**src/sv/assert_macros.svh**
```systemverilog
// Assertion macros used by the core module of the debounce press counter.
`ifndef ASSERT_MACROS_SVH
`define ASSERT_MACROS_SVH

// Checks a property on every rising clock edge outside of reset.
`define BDPC_ASSERT_RST(name, prop, msg) \
  name: assert property (@(posedge clk_i) disable iff (!rst_ni) (prop)) else $error(msg);

// Checks that a state invariant holds on every rising clock edge outside of reset.
`define BDPC_ASSERT_INV(name, expr, msg) \
  name: assert property (@(posedge clk_i) disable iff (!rst_ni) (expr)) \
    else $error(msg);

`endif

```
**src/sv/bdpc_pkg.sv**
```systemverilog
// Package with types and constants of the button debounce press counter.
`timescale 1ns / 1ps
`default_nettype none

package bdpc_pkg;

  // Debounce run length and press counter limit.
  localparam int unsigned DEBOUNCE_COUNT = 3;
  localparam int unsigned MAX_PRESSES    = 7;

  // Field widths.
  localparam int unsigned AMOUNT_W = 8;
  localparam int unsigned PRESS_W  = 3;
  localparam int unsigned RUN_W    = $clog2(DEBOUNCE_COUNT + 1);

  localparam int unsigned PRESS_FIELD_MAX = (1 << PRESS_W) - 1;
  localparam int unsigned PRESS_LIMIT_INT =
      (MAX_PRESSES > PRESS_FIELD_MAX) ? PRESS_FIELD_MAX : MAX_PRESSES;

  localparam logic [RUN_W-1:0]   DEBOUNCE_V  = RUN_W'(DEBOUNCE_COUNT);
  localparam logic [PRESS_W-1:0] PRESS_LIMIT = PRESS_W'(PRESS_LIMIT_INT);

  // Stream data widths, rounded up to whole bytes.
  localparam int unsigned S_FIELDS_W = 2 + AMOUNT_W;
  localparam int unsigned M_FIELDS_W = 2 + PRESS_W;
  localparam int unsigned S_TDATA_W  = ((S_FIELDS_W + 7) / 8) * 8;
  localparam int unsigned M_TDATA_W  = ((M_FIELDS_W + 7) / 8) * 8;

  // Request kinds.
  localparam logic OP_TICK     = 1'b0;
  localparam logic OP_DECREASE = 1'b1;

  typedef struct packed {
    logic                op;
    logic                pin_level;
    logic [AMOUNT_W-1:0] decrease_amount;
  } bdpc_item_t;

  typedef struct packed {
    logic               button_down;
    logic [PRESS_W-1:0] press_count;
    logic               brightness_step;
  } bdpc_result_t;

endpackage

`default_nettype wire

```
**src/sv/bdpc_in_stage.sv**
```systemverilog
// Input register that holds one accepted request until the core takes it.
`timescale 1ns / 1ps
`default_nettype none

module bdpc_in_stage import bdpc_pkg::*; (
  input  wire logic       clk_i,
  input  wire logic       rst_ni,
  input  wire logic       valid_i,
  output logic            ready_o,
  input  wire bdpc_item_t item_i,
  input  wire logic       take_i,
  output logic            valid_o,
  output bdpc_item_t      item_o
);

  logic       valid_q, valid_d;
  bdpc_item_t item_q;
  logic       load;

  assign ready_o = !valid_q || take_i;
  assign load    = valid_i && ready_o;

  always_comb begin
    valid_d = valid_q;
    if (load) begin
      valid_d = 1'b1;
    end else if (take_i) begin
      valid_d = 1'b0;
    end
  end

  always_ff @(posedge clk_i or negedge rst_ni) begin
    if (!rst_ni) begin
      valid_q <= 1'b0;
    end else begin
      valid_q <= valid_d;
    end
  end

  always_ff @(posedge clk_i) begin
    if (load) begin
      item_q <= item_i;
    end
  end

  assign valid_o = valid_q;
  assign item_o  = item_q;

endmodule

`default_nettype wire

```
**src/sv/bdpc_core.sv**
```systemverilog
// Debounce state, press counter and the update logic for one request.
`timescale 1ns / 1ps
`default_nettype none
`include "assert_macros.svh"

module bdpc_core import bdpc_pkg::*; (
  input  wire logic       clk_i,
  input  wire logic       rst_ni,
  input  wire logic       cfg_we_i,
  input  wire logic       cfg_wdata_i,
  input  wire logic       take_i,
  input  wire bdpc_item_t item_i,
  output bdpc_result_t    result_o
);

  logic               count_mode_q;
  logic [RUN_W-1:0]   cnt_rel_q, cnt_rel_d;
  logic [RUN_W-1:0]   cnt_prs_q, cnt_prs_d;
  logic               deb_q, deb_d;
  logic [PRESS_W-1:0] pend_q, pend_d;
  logic               step;
  logic               pressed;
  logic [RUN_W-1:0]   own_cnt;
  logic [RUN_W-1:0]   own_inc;

  assign pressed = !item_i.pin_level;
  assign own_cnt = pressed ? cnt_prs_q : cnt_rel_q;
  assign own_inc = own_cnt + RUN_W'(1);

  always_comb begin
    cnt_rel_d = cnt_rel_q;
    cnt_prs_d = cnt_prs_q;
    deb_d     = deb_q;
    pend_d    = pend_q;
    step      = 1'b0;
    case (item_i.op)
      OP_TICK: begin
        // A sample of one level breaks the run of the other level.
        if (pressed) begin
          cnt_rel_d = '0;
        end else begin
          cnt_prs_d = '0;
        end
        if (own_cnt < DEBOUNCE_V) begin
          if (pressed) begin
            cnt_prs_d = own_inc;
          end else begin
            cnt_rel_d = own_inc;
          end
          if (own_inc == DEBOUNCE_V) begin
            deb_d = pressed;
            if (!deb_q && pressed) begin
              if (count_mode_q) begin
                if (pend_q < PRESS_LIMIT) begin
                  pend_d = pend_q + PRESS_W'(1);
                end
              end else begin
                step = 1'b1;
              end
            end
          end
        end
      end
      OP_DECREASE: begin
        if (item_i.decrease_amount <= {{(AMOUNT_W-PRESS_W){1'b0}}, pend_q}) begin
          pend_d = pend_q - item_i.decrease_amount[PRESS_W-1:0];
        end else begin
          pend_d = '0;
        end
      end
      default: begin
        pend_d = pend_q;
      end
    endcase
  end

  always_ff @(posedge clk_i or negedge rst_ni) begin
    if (!rst_ni) begin
      count_mode_q <= 1'b0;
      cnt_rel_q    <= '0;
      cnt_prs_q    <= '0;
      deb_q        <= 1'b0;
      pend_q       <= '0;
    end else begin
      if (cfg_we_i) begin
        count_mode_q <= cfg_wdata_i;
      end
      if (take_i) begin
        cnt_rel_q <= cnt_rel_d;
        cnt_prs_q <= cnt_prs_d;
        deb_q     <= deb_d;
        pend_q    <= pend_d;
      end
    end
  end

  assign result_o.button_down     = deb_d;
  assign result_o.press_count     = pend_d;
  assign result_o.brightness_step = step;

  // At most one of the two run counters is nonzero.
  `BDPC_ASSERT_INV(a_runs_exclusive, !(cnt_rel_q != '0 && cnt_prs_q != '0), "both runs active")
  // The press counter never passes its limit.
  `BDPC_ASSERT_INV(a_press_limit, pend_q <= PRESS_LIMIT, "press count above limit")
  // A brightness step only happens outside user mode, on a released-to-pressed change.
  `BDPC_ASSERT_RST(a_step_cause, (take_i && step) |-> (!count_mode_q && !deb_q && deb_d), "bad step")
  // A decrease request leaves the debounced state alone.
  `BDPC_ASSERT_RST(a_dec_keeps_state, (take_i && item_i.op == OP_DECREASE) |=> deb_q == $past(deb_q), "state moved")

endmodule

`default_nettype wire

```
**src/sv/bdpc_out_stage.sv**
```systemverilog
// Result register that holds one result until the receiver takes it.
`timescale 1ns / 1ps
`default_nettype none

module bdpc_out_stage import bdpc_pkg::*; (
  input  wire logic         clk_i,
  input  wire logic         rst_ni,
  input  wire logic         load_i,
  input  wire bdpc_result_t result_i,
  input  wire logic         ready_i,
  output logic              valid_o,
  output logic              free_o,
  output bdpc_result_t      result_o
);

  logic         valid_q, valid_d;
  bdpc_result_t result_q;

  assign free_o = !valid_q || ready_i;

  always_comb begin
    valid_d = valid_q;
    if (load_i) begin
      valid_d = 1'b1;
    end else if (ready_i) begin
      valid_d = 1'b0;
    end
  end

  always_ff @(posedge clk_i or negedge rst_ni) begin
    if (!rst_ni) begin
      valid_q <= 1'b0;
    end else begin
      valid_q <= valid_d;
    end
  end

  always_ff @(posedge clk_i) begin
    if (load_i) begin
      result_q <= result_i;
    end
  end

  assign valid_o  = valid_q;
  assign result_o = result_q;

endmodule

`default_nettype wire

```
**src/sv/button_debounce_press_counter_top.sv**
```systemverilog
// Top level of the button debounce press counter.
//
// Each request on the slave stream carries either one sample of an active-low
// button pin (a tick) or a decrease of the press counter. Every request gives
// exactly one result on the master stream: the debounced button state, the
// press counter and a one-result brightness step pulse.
// A request is taken into an input register, passes one short update of the
// debounce counters and the press counter, and lands in a result register.
// The result is registered in the result register after the input register, and
// while the receiver takes each result a new request can be accepted on every clock,
// so the sustained rate is one request per cycle. The single update of the
// state registers per request is what sets that rate.
// When the receiver stalls, the result register holds its result and the input
// register still takes one more request; after that s_axis_tready_o drops
// until the receiver drains the result. Reset clears both run counters, the
// debounced state (released), the press counter, the user mode register and
// both valid flags. cfg_we_i writes the user mode bit; the user must write it
// only while no request is in flight, and the block does not enforce this.
`timescale 1ns / 1ps
`default_nettype none

module button_debounce_press_counter_top import bdpc_pkg::*; (
  input  wire logic                 clk_i,
  input  wire logic                 rst_ni,
  input  wire logic                 cfg_we_i,
  input  wire logic                 cfg_wdata_i,       // count mode bit
  input  wire logic                 s_axis_tvalid_i,
  output logic                      s_axis_tready_o,
  // op [0], pin_level [1], decrease_amount [9:2], zero padding above
  input  wire logic [S_TDATA_W-1:0] s_axis_tdata_i,
  output logic                      m_axis_tvalid_o,
  input  wire logic                 m_axis_tready_i,
  // button_down [0], press_count [3:1], brightness_step [4], zero padding above
  output logic [M_TDATA_W-1:0]      m_axis_tdata_o
);

  bdpc_item_t   s_item;
  bdpc_item_t   held_item;
  bdpc_result_t core_result;
  bdpc_result_t out_result;
  logic         held_valid;
  logic         out_free;
  logic         take;

  // Unpack the request fields from the lowest bit up.
  assign s_item.op              = s_axis_tdata_i[0];
  assign s_item.pin_level       = s_axis_tdata_i[1];
  assign s_item.decrease_amount = s_axis_tdata_i[AMOUNT_W+1:2];

  // The held request moves on whenever the result register can take its result.
  assign take = held_valid && out_free;

  bdpc_in_stage u_in (
    .clk_i   (clk_i),
    .rst_ni  (rst_ni),
    .valid_i (s_axis_tvalid_i),
    .ready_o (s_axis_tready_o),
    .item_i  (s_item),
    .take_i  (take),
    .valid_o (held_valid),
    .item_o  (held_item)
  );

  bdpc_core u_core (
    .clk_i       (clk_i),
    .rst_ni      (rst_ni),
    .cfg_we_i    (cfg_we_i),
    .cfg_wdata_i (cfg_wdata_i),
    .take_i      (take),
    .item_i      (held_item),
    .result_o    (core_result)
  );

  bdpc_out_stage u_out (
    .clk_i    (clk_i),
    .rst_ni   (rst_ni),
    .load_i   (take),
    .result_i (core_result),
    .ready_i  (m_axis_tready_i),
    .valid_o  (m_axis_tvalid_o),
    .free_o   (out_free),
    .result_o (out_result)
  );

  // Pack the result fields from the lowest bit up, zeros above.
  assign m_axis_tdata_o = {{(M_TDATA_W-M_FIELDS_W){1'b0}},
                           out_result.brightness_step,
                           out_result.press_count,
                           out_result.button_down};

endmodule

`default_nettype wire

```
**config.mk**
```make
export PLATFORM = sky130hd
export DESIGN_NAME = button_debounce_press_counter_top
export DESIGN_NICKNAME = d
export VERILOG_FILES = /design/src/sv/bdpc_pkg.sv /design/src/sv/bdpc_in_stage.sv /design/src/sv/bdpc_core.sv /design/src/sv/bdpc_out_stage.sv /design/src/sv/button_debounce_press_counter_top.sv
export VERILOG_INCLUDE_DIRS = /design/src /design/src/sv
export SDC_FILE = /design/constraint.sdc
export NUM_CORES = 1
export LEC_CHECK = 0
export BUFFER_PORTS_ARGS = -buffer_cell sky130_fd_sc_hd__buf_4
export CORE_ASPECT_RATIO = 1.1
export CORE_MARGIN = 5
export CORE_UTILIZATION = 45
export CTS_BUF_LIST = sky130_fd_sc_hd__clkbuf_16
export CTS_CLUSTER_DIAMETER = 120
export CTS_CLUSTER_SIZE = 12
export DETAILED_ROUTE_END_ITERATION = 8
export PLACE_DENSITY = 0.74
export SLEW_MARGIN = 20
export SYNTH_ARGS = -nofsm -noshare
export SYNTH_HDL_FRONTEND = slang
export SYNTH_SLANG_ARGS = --single-unit
```
**constraint.sdc**
```tcl
create_clock -name clk_i -period 3.41 [get_ports clk_i]
set_clock_uncertainty 0.15 [all_clocks]
set_input_delay 0.341 -clock clk_i [delete_from_list [all_inputs] [get_ports clk_i]]
set_output_delay 0.341 -clock clk_i [all_outputs]
set_load 0.1 [all_outputs]
```
# After elaboration in Yosys (flattened, before gate mapping)
# Index checks and enable logic that the tools add are counted.
# totals
out_inout_bits	10
ff_bits	26
input_bits	22
elab_cells	59
# op_classes
addsub	3
order_cmp	3
reduce_logical	13
mux	22
n_eq_ne	1
n_bitwise	4
# ops
operator	n
3-bit two-way mux	6
2-bit two-way mux	7
8-bit by 3-bit <= comparator with 1-bit output	1
1-bit two-way mux	8
3-bit one-hot mux with 2 select lines	1
1-bit logical NOT	4
1-bit NOT	4
2-bit nonzero test	2
4-bit OR reduction	1
3-bit by 1-bit adder with 3-bit output (second input constant)	1
1-bit logical AND	3
3-bit < comparator (second input constant)	1
3-bit subtractor	1
2-bit by 1-bit adder with 2-bit output (second input constant)	1
2-bit == test (second input constant)	1
1-bit logical OR	2
2-bit < comparator (second input constant)	1
2-bit AND reduction	1

# Logic depth before layout (Yosys ltp)
# depth
word_depth	7
mapped_depth	9
mapped_depth_nobuf	7

# Cells and area by module
# From an unflattened synthesis, not the netlist that was laid out.
# unflattened
cells_unflattened	114
hier_area_um2	1406.3
# by_module_without_submodules
module	n_inst	seq_area_each_um2	area_per_inst_um2	cells_per_inst
bdpc_core	1	225.2	822.0	87
bdpc_in_stage	1	325.3	354.1	14
bdpc_out_stage	1	175.2	197.7	8
button_debounce_press_counter_top	1	0.0	32.5	5

# Least setup slack after synthesis
# No wires, ideal clock.
# synth_timing
kind	register -> register
from	register u_out.valid_q, in the netlist u_out.valid_o
to	register u_in.item_q (netlist bit u_in.item_o[0]) (enable)
period_less_slack_ns	2.984
path_buffers	0
path_stages_with_launch	3
path_slack_ns	0.426
t_arrival_ns	2.543
setup_ns	0.292
required_time_ns	2.968
cell_sequence	dfrtp_1 nand3b_1 and2_1
# synth_via
elab_chain_len	5
# synth_rtl
item	line	source
start: declaration	bdpc_out_stage.sv:16	logic valid_q, valid_d;
start signal: assignment	bdpc_out_stage.sv:34	valid_q <= valid_d;
1-bit logical NOT	bdpc_out_stage.sv:19	assign free_o = !valid_q || ready_i;
1-bit logical OR	bdpc_out_stage.sv:19	
1-bit logical AND	button_debounce_press_counter_top.sv:51	assign take = held_valid && out_free;
1-bit logical OR	bdpc_in_stage.sv:20	assign ready_o = !valid_q || take_i;
net s_axis_tready_o	button_debounce_press_counter_top.sv:28	output logic s_axis_tready_o,
1-bit logical AND	bdpc_in_stage.sv:21	assign load = valid_i && ready_o;
net u_in.load	bdpc_in_stage.sv:18	logic load;
end signal: assignment	bdpc_in_stage.sv:42	item_q <= item_i;
end: declaration	bdpc_in_stage.sv:17	bdpc_item_t item_q;
# The timed path passes the listed nets, and every way through them passes these cells.
# A chain may end at the register's enable or synchronous reset.

==> impl_summary.md <==
Detailed routing
After detailed routing, the number of remaining DRC violations is 0. The routed via count is 967. Using the TritonRoute via totals, the vias-per-cell ratio works out to ~5.6.

Summed over all layers, the routed wires come to 2560 um. The per-cell routed wire length is 14.9 um. The length of the first detailed-routing pass in iterations is 4. In this run the remaining antenna-violating nets after routing total 0.

The number of violations reported at the end of detailed-routing iteration 0 is 18.

Clock tree
After clock tree synthesis, the repair step resized 0 gates. Counting every sink on the clock net gives 26. For the worst-skew pair, the clock arrives at the later sink with an insertion delay of 0.26 ns.

The clock tree root buffer cell is clkbuf_16. Counting the buffers created by CTS gives 3. TritonCTS built the clock tree.

The clock transition at the register clock pins on the worst setup and hold paths after CTS is 0.06 ns. CTS built an H-tree with a depth of 1. Counting along the longest clock path gives a buffer depth of 2.

Critical path
The cell count of the worst reg-to-reg path is 7. The setup check on the worst reg-to-reg path leaves a slack of between 0.6 and 0.7 ns. The worst flop-to-flop path endpoint is u_out.result_o[2]$_DFFE_PP_. The signal on the critical path passes through mux2i_1, inv_1, ha_1, nor4b_4, a311oi_1, a31oi_1, nand2_1.

The sort of element at the end of the critical path is a register. The kind of launch point of the worst setup path is a register. The class of the most critical setup path is reg -> reg.

Of all nets on the critical path, the largest fanout is 11. For this design, the slowest cell found on the critical path is edfxtp_1. The data arrival at the endpoint of the critical path is ~2.6 ns. The reg-to-reg startpoint is u_in.item_o[8]$_DFFE_PP_. For the worst setup path, the data required time is 3.26 ns. The buffering stage count on the worst path with inverters included is 1. On the critical path the largest part of the delay comes from flip-flops. The largest incremental delay on the critical path is ~0.62 ns.

Finish
The post-route standard cell area excluding fillers is 1650 um^2. The fraction of layout instances using a drive strength above 1 is 0.246. The diode insertion count for antenna repair is 0. Relative to the synthesized area, the layout overhead comes to 18.5%.

The net count of the finished layout is 171.

Global route
Global routing finished with a remaining overflow of 0. The initial antenna violation count is 0. In the global route stage, overall resource usage came out at 0.128.

The global-route wire length before repair is 4240 um. The largest net degree at the start of global routing is 15. The number of global-route vias before repair is 945.

STA
Adding up every negative setup slack in the final design gives 0 ns. The post-route fraction of the period consumed by the critical path is 0.795. The upper clock frequency limit is 369 MHz. The final max-slew violation count was 0. The count of final hold-check violations is 0. Setup violations remaining at the end of the flow were counted as 0. Setup repair after global routing left no endpoint under its margin. The routed design could run at a clock period as short as ~2.7 ns.

Yosys
The share of the Yosys chip area taken by registers is 0.521. The synthesized netlist contains 43 unique library cells. After synthesis, the mean cell area works out to 12.0 um^2.

The Yosys warning count is 0. Synthesis produced 116 cells. The prevailing post-synth register cell is edfxtp_1. The synthesized area is roughly 1400 um^2.

Yosys mapped a number of flops with a built-in enable equal to 15. In this run, synthesis produced a sequential element count of 26. The post-synthesis async set-or-reset flop share is 0.423.

Power and ir drop
Dividing total power by cell area gives a power density of roughly 660 nW/um^2. The worst ir drop on vdd is 0.000412 V. The static leakage power is 0.000707 uW.

Floorplan
The die is 68.4 um tall. The number of placement rows is 21. The floorplan step defined a die boundary enclosing 4310 um^2. The region available for standard cell placement spans approximately 3000 um^2. 32 I/O pins were placed. The initial core utilization is 0.461.

The die is 63.1 um wide.

Flow run
The number of max-cap violations is 0.

Min path
The hold path endpoint is u_in.item_o[8]$_DFFE_PP_. The type of the tightest min-delay check is in -> reg. The depth of the worst hold-timing path is 1. The start point of the worst min-delay path is s_axis_tdata_i[1].

Placed design
Input and output buffers added on the ports amount to 22. The weighted congestion reported at the end of routability-driven placement is approximately 0.88. The detailed placer's ending HPWL is 1910 um. After detailed placement, the total cell area comes to 1560 um^2.

Run status
The flow ran to the end, and the final reports show no timing, DRC or antenna violations.
flip-flops by register name, summed over array words and instances (netlist names):
name / count
u_core.pend_q: 3
u_core.cnt_prs_q: 2
u_out.valid_o: 1
u_core.cnt_rel_q: 2
u_in.item_o: 10
u_in.valid_o: 1
u_core.count_mode_q: 1
u_core.deb_q: 1
u_out.result_o: 5
cells in the mapped netlist, drive strengths merged (2+ instances only):
cell type / instances / area share
nand2b: 5 / 0.022
buf: 6 / 0.031
nand3: 4 / 0.014
dfrtp: 11 / 0.20
edfxtp: 15 / 0.32
mux2: 3 / 0.024
o21ai: 5 / 0.018
nor2: 3 / 0.0081
and2: 4 / 0.018
o32ai: 2 / 0.013
or4: 2 / 0.013
a31oi: 4 / 0.018
o31ai: 2 / 0.011
nand2: 8 / 0.022
ha: 9 / 0.081
inv: 11 / 0.030
o211ai: 2 / 0.011
power breakdown:
part | switching [uW] | total (uW) | internal (uW) | leakage, uW
Sequential | 54.8 | 451 | 397 | 0.000279
Combinational | 237 | 377 | 140 | 0.000389
Clock | 103 | 260 | 157 | 0.0000385
worst max-delay path by stage:
stage	start	end	slack (ns)	cells past startpoint
final	u_in.item_o[8]$_DFFE_PP_	u_out.result_o[2]$_DFFE_PP_	0.70	7
after global routing	u_in.item_o[8]$_DFFE_PP_	u_out.result_o[2]$_DFFE_PP_	0.53	7
after CTS	u_in.item_o[8]$_DFFE_PP_	u_out.result_o[2]$_DFFE_PP_	0.73	7
after detailed placement	u_in.item_o[8]$_DFFE_PP_	u_out.result_o[2]$_DFFE_PP_	0.76	7
after global placement	u_in.item_o[8]$_DFFE_PP_	u_out.result_o[2]$_DFFE_PP_	0.88	7
after floorplan	u_out.valid_o$_DFFE_PN0P_	u_in.item_o[0]$_DFFE_PP_	0.43	2
logic make-up (layout without fill, tap and decap cells):
family,after synthesis,in the layout,synth area share
adder cells (fa/ha/maj),10,10,0.0952
AO/OA/AOI/OAI,25,25,0.140
other,1,3,0.00269
AND/OR/NAND/NOR,31,31,0.141
XOR/XNOR,1,1,0.00628
buffers and inverters,18,38,0.0628
multiplexers,4,4,0.0314
flip-flops,26,26,0.521
worst register-to-register path, stage by stage (launching register included):
cell and delay [ns]:
edfxtp_1 0.62, mux2i_1 0.37, inv_1 0.08, ha_1 0.34, nor4b_4 0.42, a311oi_1 0.15, a31oi_1 0.25, nand2_1 0.08
layout make-up:
type / instances / area [um^2]
fillers: 236 / 1370
repair buffers: 23 / 175
inverters: 11 / 41.3
flip-flops and latches: 26 / 726
clock inverters: 1 / 3.75
multi-input cells: 74 / 588
clock buffers: 3 / 75.1
well taps: 34 / 42.5
timing repair:
item,4_1_cts,5_1_grt
hold buffers,1,0
hold endpoints to repair,11,0
buffers inserted,0,0
through the flow:
| step | hold slack [ns] | utilization | total power (uW) | cells | worst slack [ns] |
|---|---|---|---|---|---|
| after floorplan | -0.105 | - | 748 | 118 | 0.426 |
| after global placement | 0.0348 | 0.517 | 803 | 167 | 0.877 |
| after detailed placement | 0.0341 | 0.517 | 827 | 167 | 0.765 |
| after CTS | 0.102 | 0.547 | 1090 | 172 | 0.729 |
| after global routing | 0.0960 | 0.547 | 1150 | 172 | 0.534 |
| final | 0.102 | 0.547 | 1090 | 172 | 0.698 |
cell usage in the layout (no fill, tap or decap), types with 3 or more instances in the layout:
cell type,Yosys,final
clkbuf_16,0,3
and2_1,4,4
inv_1,10,10
o21ai_0,4,4
edfxtp_1,15,15
nor2_1,3,3
mux2_2,3,3
buf_4,3,22
a31oi_1,4,4
nand3_1,4,4
ha_1,9,9
nand2b_1,5,5
nand2_1,8,8
conb_1,1,3
dfrtp_1,11,11
metal layers:
layer	up-vias	wire length, um	global-route usage
met1	459	966	0.141
met4	0	101	0.0743
met5	-	0	0
li1	457	-	-
met2	41	1310	0.224
met3	10	189	0.0328
Note: power is estimated with default switching activity, not from simulation.
